## src/hdl/fbrf_pkg.sv

```systemverilog
// Shared types, constants and helpers for the framed byte ring FIFO.
package fbrf_pkg;

	localparam int DEPTH = 4096;
	localparam int PTR_W = 12;
	localparam int CAP_W = 13;
	localparam int CNT_W = 3;

	localparam logic [CAP_W-1:0] CAP_MIN = 13'd2;
	localparam logic [CAP_W-1:0] CAP_MAX = 13'd4096;

	// operation kinds
	localparam logic [2:0] KIND_PUSH  = 3'd0;
	localparam logic [2:0] KIND_POP   = 3'd1;
	localparam logic [2:0] KIND_WHDR  = 3'd2;
	localparam logic [2:0] KIND_RHDR  = 3'd3;
	localparam logic [2:0] KIND_CLEAR = 3'd4;

	// result status codes
	localparam logic [1:0] STS_OK         = 2'd0;
	localparam logic [1:0] STS_NO_ROOM    = 2'd1;
	localparam logic [1:0] STS_TOO_LONG   = 2'd2;
	localparam logic [1:0] STS_INCOMPLETE = 2'd3;

	// controller to datapath commands
	typedef struct packed {
		logic       load_item;
		logic       ram_wr;
		logic       hdr_byte;
		logic [1:0] byte_idx;
		logic       adv_wp;
		logic       adv_scan;
		logic       pop_commit;
		logic       shift_len;
		logic       hdr_commit;
		logic       clear_ptrs;
		logic       set_status;
		logic [1:0] status_code;
		logic       load_out;
	} fbrf_cmd_t;

	// datapath to controller status
	typedef struct packed {
		logic [2:0] kind;
		logic       full;
		logic       empty;
		logic       occ_ge4;
		logic       hdr_room;
		logic       len_over;
		logic       len_short;
		logic       out_free;
	} fbrf_sts_t;

	// next slot in the ring, wrapping at the capacity in use
	function automatic logic [PTR_W-1:0] next_pos(input logic [PTR_W-1:0] p,
		input logic [CAP_W-1:0] cap);
		logic [CAP_W-1:0] inc;
		inc = {1'b0, p} + 13'd1;
		return (inc >= cap) ? '0 : inc[PTR_W-1:0];
	endfunction

endpackage

```

## src/hdl/fbrf_ctrl.sv

```systemverilog
// Controller: sequences each operation over the single-port byte store.
module fbrf_ctrl (
	input  logic                clk,
	input  logic                arst_n,
	input  logic                s_tvalid,
	output logic                s_tready,
	input  fbrf_pkg::fbrf_sts_t sts,
	output fbrf_pkg::fbrf_cmd_t cmd
);

	localparam logic [2:0] ST_IDLE = 3'd0;
	localparam logic [2:0] ST_EXEC = 3'd1;
	localparam logic [2:0] ST_POP  = 3'd2;
	localparam logic [2:0] ST_WHDR = 3'd3;
	localparam logic [2:0] ST_RHDR = 3'd4;
	localparam logic [2:0] ST_RCHK = 3'd5;
	localparam logic [2:0] ST_DONE = 3'd6;

	logic [2:0] state_q, state_nxt;
	logic [fbrf_pkg::CNT_W-1:0] cnt_q, cnt_nxt;

	always_comb begin
		cmd       = '0;
		state_nxt = state_q;
		cnt_nxt   = cnt_q;
		s_tready  = 1'b0;
		unique case (state_q)
			ST_IDLE: begin
				s_tready = 1'b1;
				if (s_tvalid) begin
					cmd.load_item = 1'b1;
					state_nxt     = ST_EXEC;
				end
			end
			// decide on the operation once its checks are known
			ST_EXEC: begin
				cnt_nxt   = '0;
				state_nxt = ST_DONE;
				unique case (sts.kind)
					fbrf_pkg::KIND_PUSH: begin
						if (sts.full) begin
							cmd.set_status  = 1'b1;
							cmd.status_code = fbrf_pkg::STS_NO_ROOM;
						end else begin
							cmd.ram_wr = 1'b1;
							cmd.adv_wp = 1'b1;
						end
					end
					fbrf_pkg::KIND_POP: begin
						if (sts.empty) begin
							cmd.set_status  = 1'b1;
							cmd.status_code = fbrf_pkg::STS_NO_ROOM;
						end else begin
							state_nxt = ST_POP;
						end
					end
					fbrf_pkg::KIND_WHDR: begin
						if (!sts.hdr_room) begin
							cmd.set_status  = 1'b1;
							cmd.status_code = fbrf_pkg::STS_NO_ROOM;
						end else begin
							state_nxt = ST_WHDR;
						end
					end
					fbrf_pkg::KIND_RHDR: begin
						if (!sts.occ_ge4) begin
							cmd.set_status  = 1'b1;
							cmd.status_code = fbrf_pkg::STS_NO_ROOM;
						end else begin
							state_nxt = ST_RHDR;
						end
					end
					fbrf_pkg::KIND_CLEAR: begin
						cmd.clear_ptrs = 1'b1;
					end
					default: begin
					end
				endcase
			end
			// read data for the front byte is back from the store
			ST_POP: begin
				cmd.pop_commit = 1'b1;
				state_nxt      = ST_DONE;
			end
			// store the four header bytes, one a cycle
			ST_WHDR: begin
				cmd.ram_wr   = 1'b1;
				cmd.hdr_byte = 1'b1;
				cmd.byte_idx = cnt_q[1:0];
				cmd.adv_wp   = 1'b1;
				cnt_nxt      = cnt_q + 3'd1;
				if (cnt_q == 3'd3) begin
					state_nxt = ST_DONE;
				end
			end
			// issue four reads, collecting each byte in the cycle after its read
			ST_RHDR: begin
				if (cnt_q != 3'd4) begin
					cmd.adv_scan = 1'b1;
				end
				if (cnt_q != 3'd0) begin
					cmd.shift_len = 1'b1;
				end
				cnt_nxt = cnt_q + 3'd1;
				if (cnt_q == 3'd4) begin
					state_nxt = ST_RCHK;
				end
			end
			ST_RCHK: begin
				state_nxt = ST_DONE;
				if (sts.len_over) begin
					cmd.set_status  = 1'b1;
					cmd.status_code = fbrf_pkg::STS_TOO_LONG;
				end else if (sts.len_short) begin
					cmd.set_status  = 1'b1;
					cmd.status_code = fbrf_pkg::STS_INCOMPLETE;
				end else begin
					cmd.hdr_commit = 1'b1;
				end
			end
			ST_DONE: begin
				if (sts.out_free) begin
					cmd.load_out = 1'b1;
					state_nxt    = ST_IDLE;
				end
			end
			default: begin
				state_nxt = ST_IDLE;
			end
		endcase
	end

	always_ff @(posedge clk or negedge arst_n) begin
		if (!arst_n) begin
			state_q <= ST_IDLE;
			cnt_q   <= '0;
		end else begin
			state_q <= state_nxt;
			cnt_q   <= cnt_nxt;
		end
	end

endmodule

```

## config.mk

```make
export PLATFORM = sky130hd
export DESIGN_NAME = fbrf_ctrl
export DESIGN_NICKNAME = d
export VERILOG_FILES = /design/src/hdl/fbrf_pkg.sv /design/src/hdl/fbrf_ctrl.sv
export SDC_FILE = /design/constraint.sdc
export NUM_CORES = 1
export LEC_CHECK = 0
export ABC_CLOCK_PERIOD_IN_PS = 1900
export BUFFER_PORTS_ARGS = -buffer_cell sky130_fd_sc_hd__buf_2
export CORE_AREA = 3 3 42 44
export DETAILED_ROUTE_END_ITERATION = 8
export DIE_AREA = 0 0 45 47
export PLACE_DENSITY = 0.71
export SKIP_CTS_REPAIR_TIMING = 1
export SLEW_MARGIN = 20
export SYNTH_ARGS = -nofsm -noshare
export SYNTH_HDL_FRONTEND = slang
export SYNTH_SLANG_ARGS = --single-unit
```

## constraint.sdc

```tcl
create_clock -name clk -period 1.9 [get_ports clk]
set_clock_uncertainty 0.15 [all_clocks]
set_input_delay 0.285 -clock clk [delete_from_list [all_inputs] [get_ports clk]]
set_output_delay 0.285 -clock clk [all_outputs]
set_load 0.005 [all_outputs]
```

# After elaboration in Yosys (flattened, before gate mapping)
# Index checks and enable logic that the tools add are counted.
[word_totals]
ff_bits = 6
output_inout_bits = 16
inputBits = 13
word_cells = 64
[classes]
n_mux = 37
n_reduce_logical = 7
n_eq_ne = 17
n_addsub = 1
[ops]
columns = ["operator", "count"]
rows = [
  ["$mux W3", 13],
  ["$pmux W3 S6", 1],
  ["$mux W1", 17],
  ["$eq A3 B2 Y1 const B", 5],
  ["$eq A3 B3 Y1 const B", 5],
  ["$pmux W3 S2", 2],
  ["$pmux W3 S4", 1],
  ["$pmux W3 S3", 1],
  ["$ne A2 B2 Y1 const B", 4],
  ["$eq A3 B1 Y1 const B", 2],
  ["$logic_not A3 Y1", 2],
  ["$reduce_and A4 Y1", 1],
  ["$reduce_or A2 Y1", 2],
  ["$add A3 B1 Y3 const B", 1],
  ["$ne A3 B3 Y1 const B", 1],
  ["$reduce_bool A3 Y1", 1],
  ["$mux W2", 1],
  ["$pmux W1 S2", 1],
  ["$reduce_bool A2 Y1", 1],
]

# Longest topological paths before layout
# Gate-level depths: netlist of the first run.
[depth]
depth_word = 3
mapped_depth = 6
ltp_nobuf = 6

# Worst setup path before layout of the first run
# Ideal clock, no wire load.
[synth_timing]
kind = "register -> output"
start = "register state_q[2]"
end = "output port cmd[13] (netlist name)"
path_stages_with_launch = 5
t_arrival_ns = 0.992
path_buffers = 2
required_time_ns = 1.465
setup_slack_ns = 0.473
cell_sequence = "dfrtp_1 > buf_6 > nand2b_1 > a21oi_1 > buf_4"
[synth_rtl]
columns = ["item", "line_no", "rtl"]
rows = [
  ["start: declaration", "fbrf_ctrl.sv:19", "logic [2:0] state_q, state_nxt;"],
  ["start signal: assignment", "fbrf_ctrl.sv:138", "state_q <= state_nxt;"],
  ["end: declaration", "fbrf_ctrl.sv:8", "output fbrf_pkg::fbrf_cmd_t cmd"],
]

==> qor.yml, run 1 <==
synth_area_per_cell_sq_um: 7.03
die_h_microns: 47
maxSlewViolCount: 0
cts_tree: "done"
finalPower_mw: 1.12
grt_pass1_vias: 587
antenna_cells: 0
syn-cell-area_sq_um: 626
cp.depth: 3
regArea_sq_um: 156
hold_ws_ps: 236
yosysWarningCount: 0
startpoint: "state_q[1]"
synth_fp_nets: 105
slew_headroom: 0.835
multi_input_area_sq_um: 422
synth_top_family_by_area: "simple AND/OR/NAND/NOR gates"
ant_nets: 0
pwr_density_cell_nw_per_um2: 1340
fillers: 150
path_buf_inv: 1
synth_compound_area_frac: 0.244
grtUsageTotal: 0.157
worst_slew_pin_slew_ps: 245
grt_overflow: 0
r2r-end: "state_q[2]"
yosysSeqAreaShare: 0.240
vdd_ir_drop_max_mv: 0.934
place_congestion: 0.760
htreeDepth: 1
cp_slowest_cell: "dfrtp_2"
synth-async-reset-ratio: 1.00
grt_max_degree: 22
dr.pass1.iters: 4
cts-root-buf: "clkbuf_4"
crit_chain: "nand2b_1, nor4bb_1, buf_2"
rrSetupSlack_ps: 360
synthSimpleGateAreaFrac: 0.336
r2r_start: "state_q[2]"
drive_gt1_frac: 0.364
area_growth_pct: 33.4
worstSetupEndpointType: "output port"
post-route-util: 0.567
met2_usage: 0.271
place_hpwl_microns: 1230
placeableCoreArea_sq_um: 1470
drc_errors: 0
met1_usage: 0.180
clock_latency_ps: 240
synthCells: 89
final_cells: 137
start_kind: "flip-flop"
synth_xor_area_frac: 0.0140
yosysUniqueCellTypes: 32
rows: 14
viasPerCell: 5.42
status: "completed"
antenna_found_initial: 0
synth_flop_cell: "dfrtp_1"
dieWidth_microns: 45
busiest_layer: "met2"
nNetsFinal: 139
globalRouteMet3Util: 0.0460
drt-wirelength-per-cell_microns: 11.8
drv_cap: 0
portBuffers: 28
cts.sinks: 6
p_leak_nw: 0.425
worstPathMaxFanout: 10
numCtsBuffers: 3
worstHoldPathType: "in2async"
vias: 742
drtIter0Drc: 16
synth_fa_ha_area_frac: 0.0600
ys_ff_latch: 6
dp_slack_ps: 195
finalCritPeriodShare: 0.943
cp.arrival_ps: 1360
synth_edf_count: 0
routed_wl_microns: 1620
rsz0062_at_grt: "false"
slowest_delay_ps: 460
die-area_sq_um: 2120
setup_slack_ps: 108
worstPathRequired_ps: 1460
finalSetupViolCount: 0
reg2reg_depth: 3
synth_mux_area_frac: 0
fmax_ghz: 0.558
dpl.cell_count: 128
start_util: 0.425
clk_path_buf_depth: 2
cp_top_family: "simple AND/OR/NAND/NOR gates"
hold_viol_final: 0
endpoint: "cmd[4]"
criticalPathCategory: "reg2out"
ioPinCount: 29
clkTransAtPathRegs_ps: 50
fin_crit_ps: 1790
grt_pass1_wl_microns: 2390
==> how the worst min path moves through the flow <==
stage	slack, ps	depth (start not counted)	to	start
floorplan	-160	0	cnt_q[0]	arst_n
global placement	-40	1	cnt_q[2]	arst_n
detailed placement	-40	1	cnt_q[0]	arst_n
CTS	-300	1	state_q[1]	arst_n
global route	250	2	state_q[2]	arst_n
finish	240	2	state_q[2]	arst_n
==> cells by family after synthesis <==
kind of cell	Yosys count
XOR/XNOR	1
flip-flops	6
adder cells (fa/ha/maj)	3
buffers and inverters	12
AND/OR/NAND/NOR	42
AO/OA/AOI/OAI	25
==> through the flow <==
stage               area, sq um  TNS (ps)
global route                835         0
detailed placement          746         0
floorplan                   626         0
CTS                         768      -205
global placement            746         0
finish                      835         0
==> layer usage <==
metal,up-vias,routed length (microns)
met1,334,662
met2,25,840
met5,-,0
met3,2,98
li1,381,-
met4,0,14
==> layout by cell type, fill, tap and decap left out, types with 2 or more instances in the layout <==
| cell type | instances |
|---|---|
| dfrtp_1 | 3 |
| clkbuf_4 | 3 |
| ha_1 | 3 |
| nor2_1 | 10 |
| o21ai_0 | 3 |
| inv_1 | 6 |
| buf_2 | 28 |
| nor3_1 | 2 |
| o211ai_1 | 2 |
| nor3_2 | 2 |
| nand2b_1 | 4 |
| o21ai_1 | 7 |
| nand3_1 | 5 |
| dfrtp_2 | 2 |
| a21oi_1 | 5 |
| nand2_1 | 11 |
| buf_4 | 5 |
==> synth_stat cells, drive strengths merged, types with 2 or more instances <==
cell type	number	area, sq um
a21oi	5	25.0
nor3	4	20.0
nand2	11	41.3
o21ai	10	50.0
nand2b	5	33.8
o211ai	2	15.0
dfrtp	6	150
nand3	5	25.0
inv	7	26.3
buf	5	40.0
ha	3	37.5
nor2	10	37.5
nor2b	2	12.5
==> final cells by class <==
cell class	count	area share
Multi-Input combinational cell	71	0.505
Timing Repair Buffer	34	0.225
Sequential cell	6	0.187
Inverter	7	0.0315
Clock buffer	3	0.0270
Tap cell	16	0.0240
==> worst reg2reg max path, cell delays in order (launching register included) <==
cell     delay (ps)
dfrtp_4         570
or4_1           490
nor2_1          110
o32ai_1          90
==> power by group <==
| group | internal [mW] | total, mW | switching (mW) |
|---|---|---|---|
| Combinational | 0.340 | 0.663 | 0.323 |
| Clock | 0.0713 | 0.115 | 0.0436 |
| Sequential | 0.199 | 0.340 | 0.141 |
| Total | 0.610 | 1.12 | 0.507 |
==> registers in the layout, summed over array words and instances, names as in the netlist <==
signal and count:
cnt_q 3, state_q 3
No activity file was read; power rests on OpenSTA's default activity.
==> run 2: changes to the inputs <==
--- a/config.mk
+++ b/config.mk
@@ -11,6 +11,7 @@
 export DETAILED_ROUTE_END_ITERATION = 8
 export DIE_AREA = 0 0 45 47
 export PLACE_DENSITY = 0.71
+export RECOVER_POWER = 50
 export SKIP_CTS_REPAIR_TIMING = 1
 export SLEW_MARGIN = 20
 export SYNTH_ARGS = -nofsm -noshare
==> run 2 against run 1 <==
Wire length is the same. Largest cell class unchanged. Largest power group unchanged. Critical endpoint unchanged. Register-to-register slack about the same. Highest routed layer unchanged. Sequential share of layout area about the same.
==> qor.yml, run 2 (same netlist as run 1, synthesis figures left out) <==
hold_viol_final: 0
clock_latency_ps: 240
ioPinCount: 29
place_congestion: 0.760
r2r-end: "state_q[2]"
routed_wl_microns: 1620
finalSetupViolCount: 0
cts_tree: "done"
placed_area_sq_um: 746
portBuffers: 28
worstPathMaxFanout: 10
fillers: 151
antenna_found_initial: 0
drv_cap: 0
grtUsageTotal: 0.157
layout_commonest_cell: "buf_2"
internal_power_uw: 610
dr.pass1.iters: 4
clkPwrFrac: 0.103
min_from: "sts[0]"
cp.arrival_ps: 1360
power.switching_uw: 507
min_delay_worst_endpoint: "state_q[2]"
drtIter0Drc: 16
switching_share: 0.454
htreeDepth: 1
rsz0062_at_grt: "false"
area_growth_pct: 33.2
hold_depth: 4
finalPower_mw: 1.12
status: "completed"
rows: 14
slew_headroom: 0.791
worst_slew_pin_slew_ps: 313
drive_gt1_frac: 0.355
fin_area_sq_um: 833
viasPerCell: 5.42
regArea_sq_um: 156
ant_nets: 0
sequentialPowerShare: 0.304
grt_pass1_wl_microns: 2390
die_h_microns: 47
start_kind: "flip-flop"
drt-wirelength-per-cell_microns: 11.8
r2r_start: "state_q[2]"
placeableCoreArea_sq_um: 1470
grt_max_degree: 22
rrSetupSlack_ps: 360
vias: 742
reg_top3: "cnt_q x3, state_q x3"
start_util: 0.425
die-area_sq_um: 2120
cts-root-buf: "clkbuf_4"
dieWidth_microns: 45
p_leak_nw: 0.423
maxSlewViolCount: 0
place_hpwl_microns: 1230
worstPathRequired_ps: 1460
numCtsBuffers: 3
antenna_cells: 0
finalCritPeriodShare: 0.943
cts.sinks: 6
drc_errors: 0
combPwrFrac: 0.593
nNetsFinal: 139
grt_overflow: 0
worstSetupEndpointType: "output port"
clkTransAtPathRegs_ps: 50
reg2reg_depth: 3
worstHoldPathType: "in2reg"
fin_crit_ps: 1790
hold_ws_ps: 236
criticalPathCategory: "reg2out"
vdd_ir_drop_max_mv: 0.934
pwr_density_cell_nw_per_um2: 1340
fmax_ghz: 0.558
multi_input_area_sq_um: 422
final_cell_mix: "buf_2 (27), nand2_1 (11), nor2_1 (10)"
grt_pass1_vias: 587
clk_path_buf_depth: 2
run 2: worst max path at each step:
stage	from	to	slack (ps)
global route	state_q[1]	cmd[3]	3
finish	state_q[1]	cmd[4]	110
CTS	state_q[0]	cmd[3]	-80
global placement	state_q[1]	cmd[3]	260
floorplan	state_q[2]	cmd[13]	470
detailed placement	state_q[0]	cmd[3]	190
run 2: power by group through the flow:
stage	Sequential, mW	Clock [mW]	Combinational (mW)
global route	0.355	0.131	0.765
global placement	0.323	0	0.591
CTS	0.324	0.121	0.604
detailed placement	0.326	0	0.600
finish	0.340	0.115	0.663
floorplan	0.242	0	0.523
run 2: cell type report:
cell class              count  share of cell area
repair buffers             34               0.224
well taps                  16              0.0240
flip-flops and latches      6               0.188
clock buffers               3              0.0270
inverters                   7              0.0315
multi-input cells          71               0.506
run 2: critical path: stages, from the launching register on:
cell and delay, ps:
dfrtp_2 460, nand2b_1 190, nor4bb_1 290, buf_2 160
run 2: routing by layer:
metal	part of all wire	up-vias	track usage
met4	0.0087	0	0.0702
met3	0.061	2	0.0460
met5	0	-	0
met1	0.41	334	0.180
li1	-	381	-
met2	0.52	25	0.271
run 2: per-stage QoR:
step | worst slack (ps) | TNS (ps) | util | cells
finish | 108 | 0 | 0.566 | 137
global route | 2.86 | 0 | 0.566 | 137
CTS | -79.1 | -205 | 0.522 | 131
detailed placement | 195 | 0 | 0.507 | 128
global placement | 258 | 0 | 0.507 | 128
floorplan | 473 | 0 | - | 89
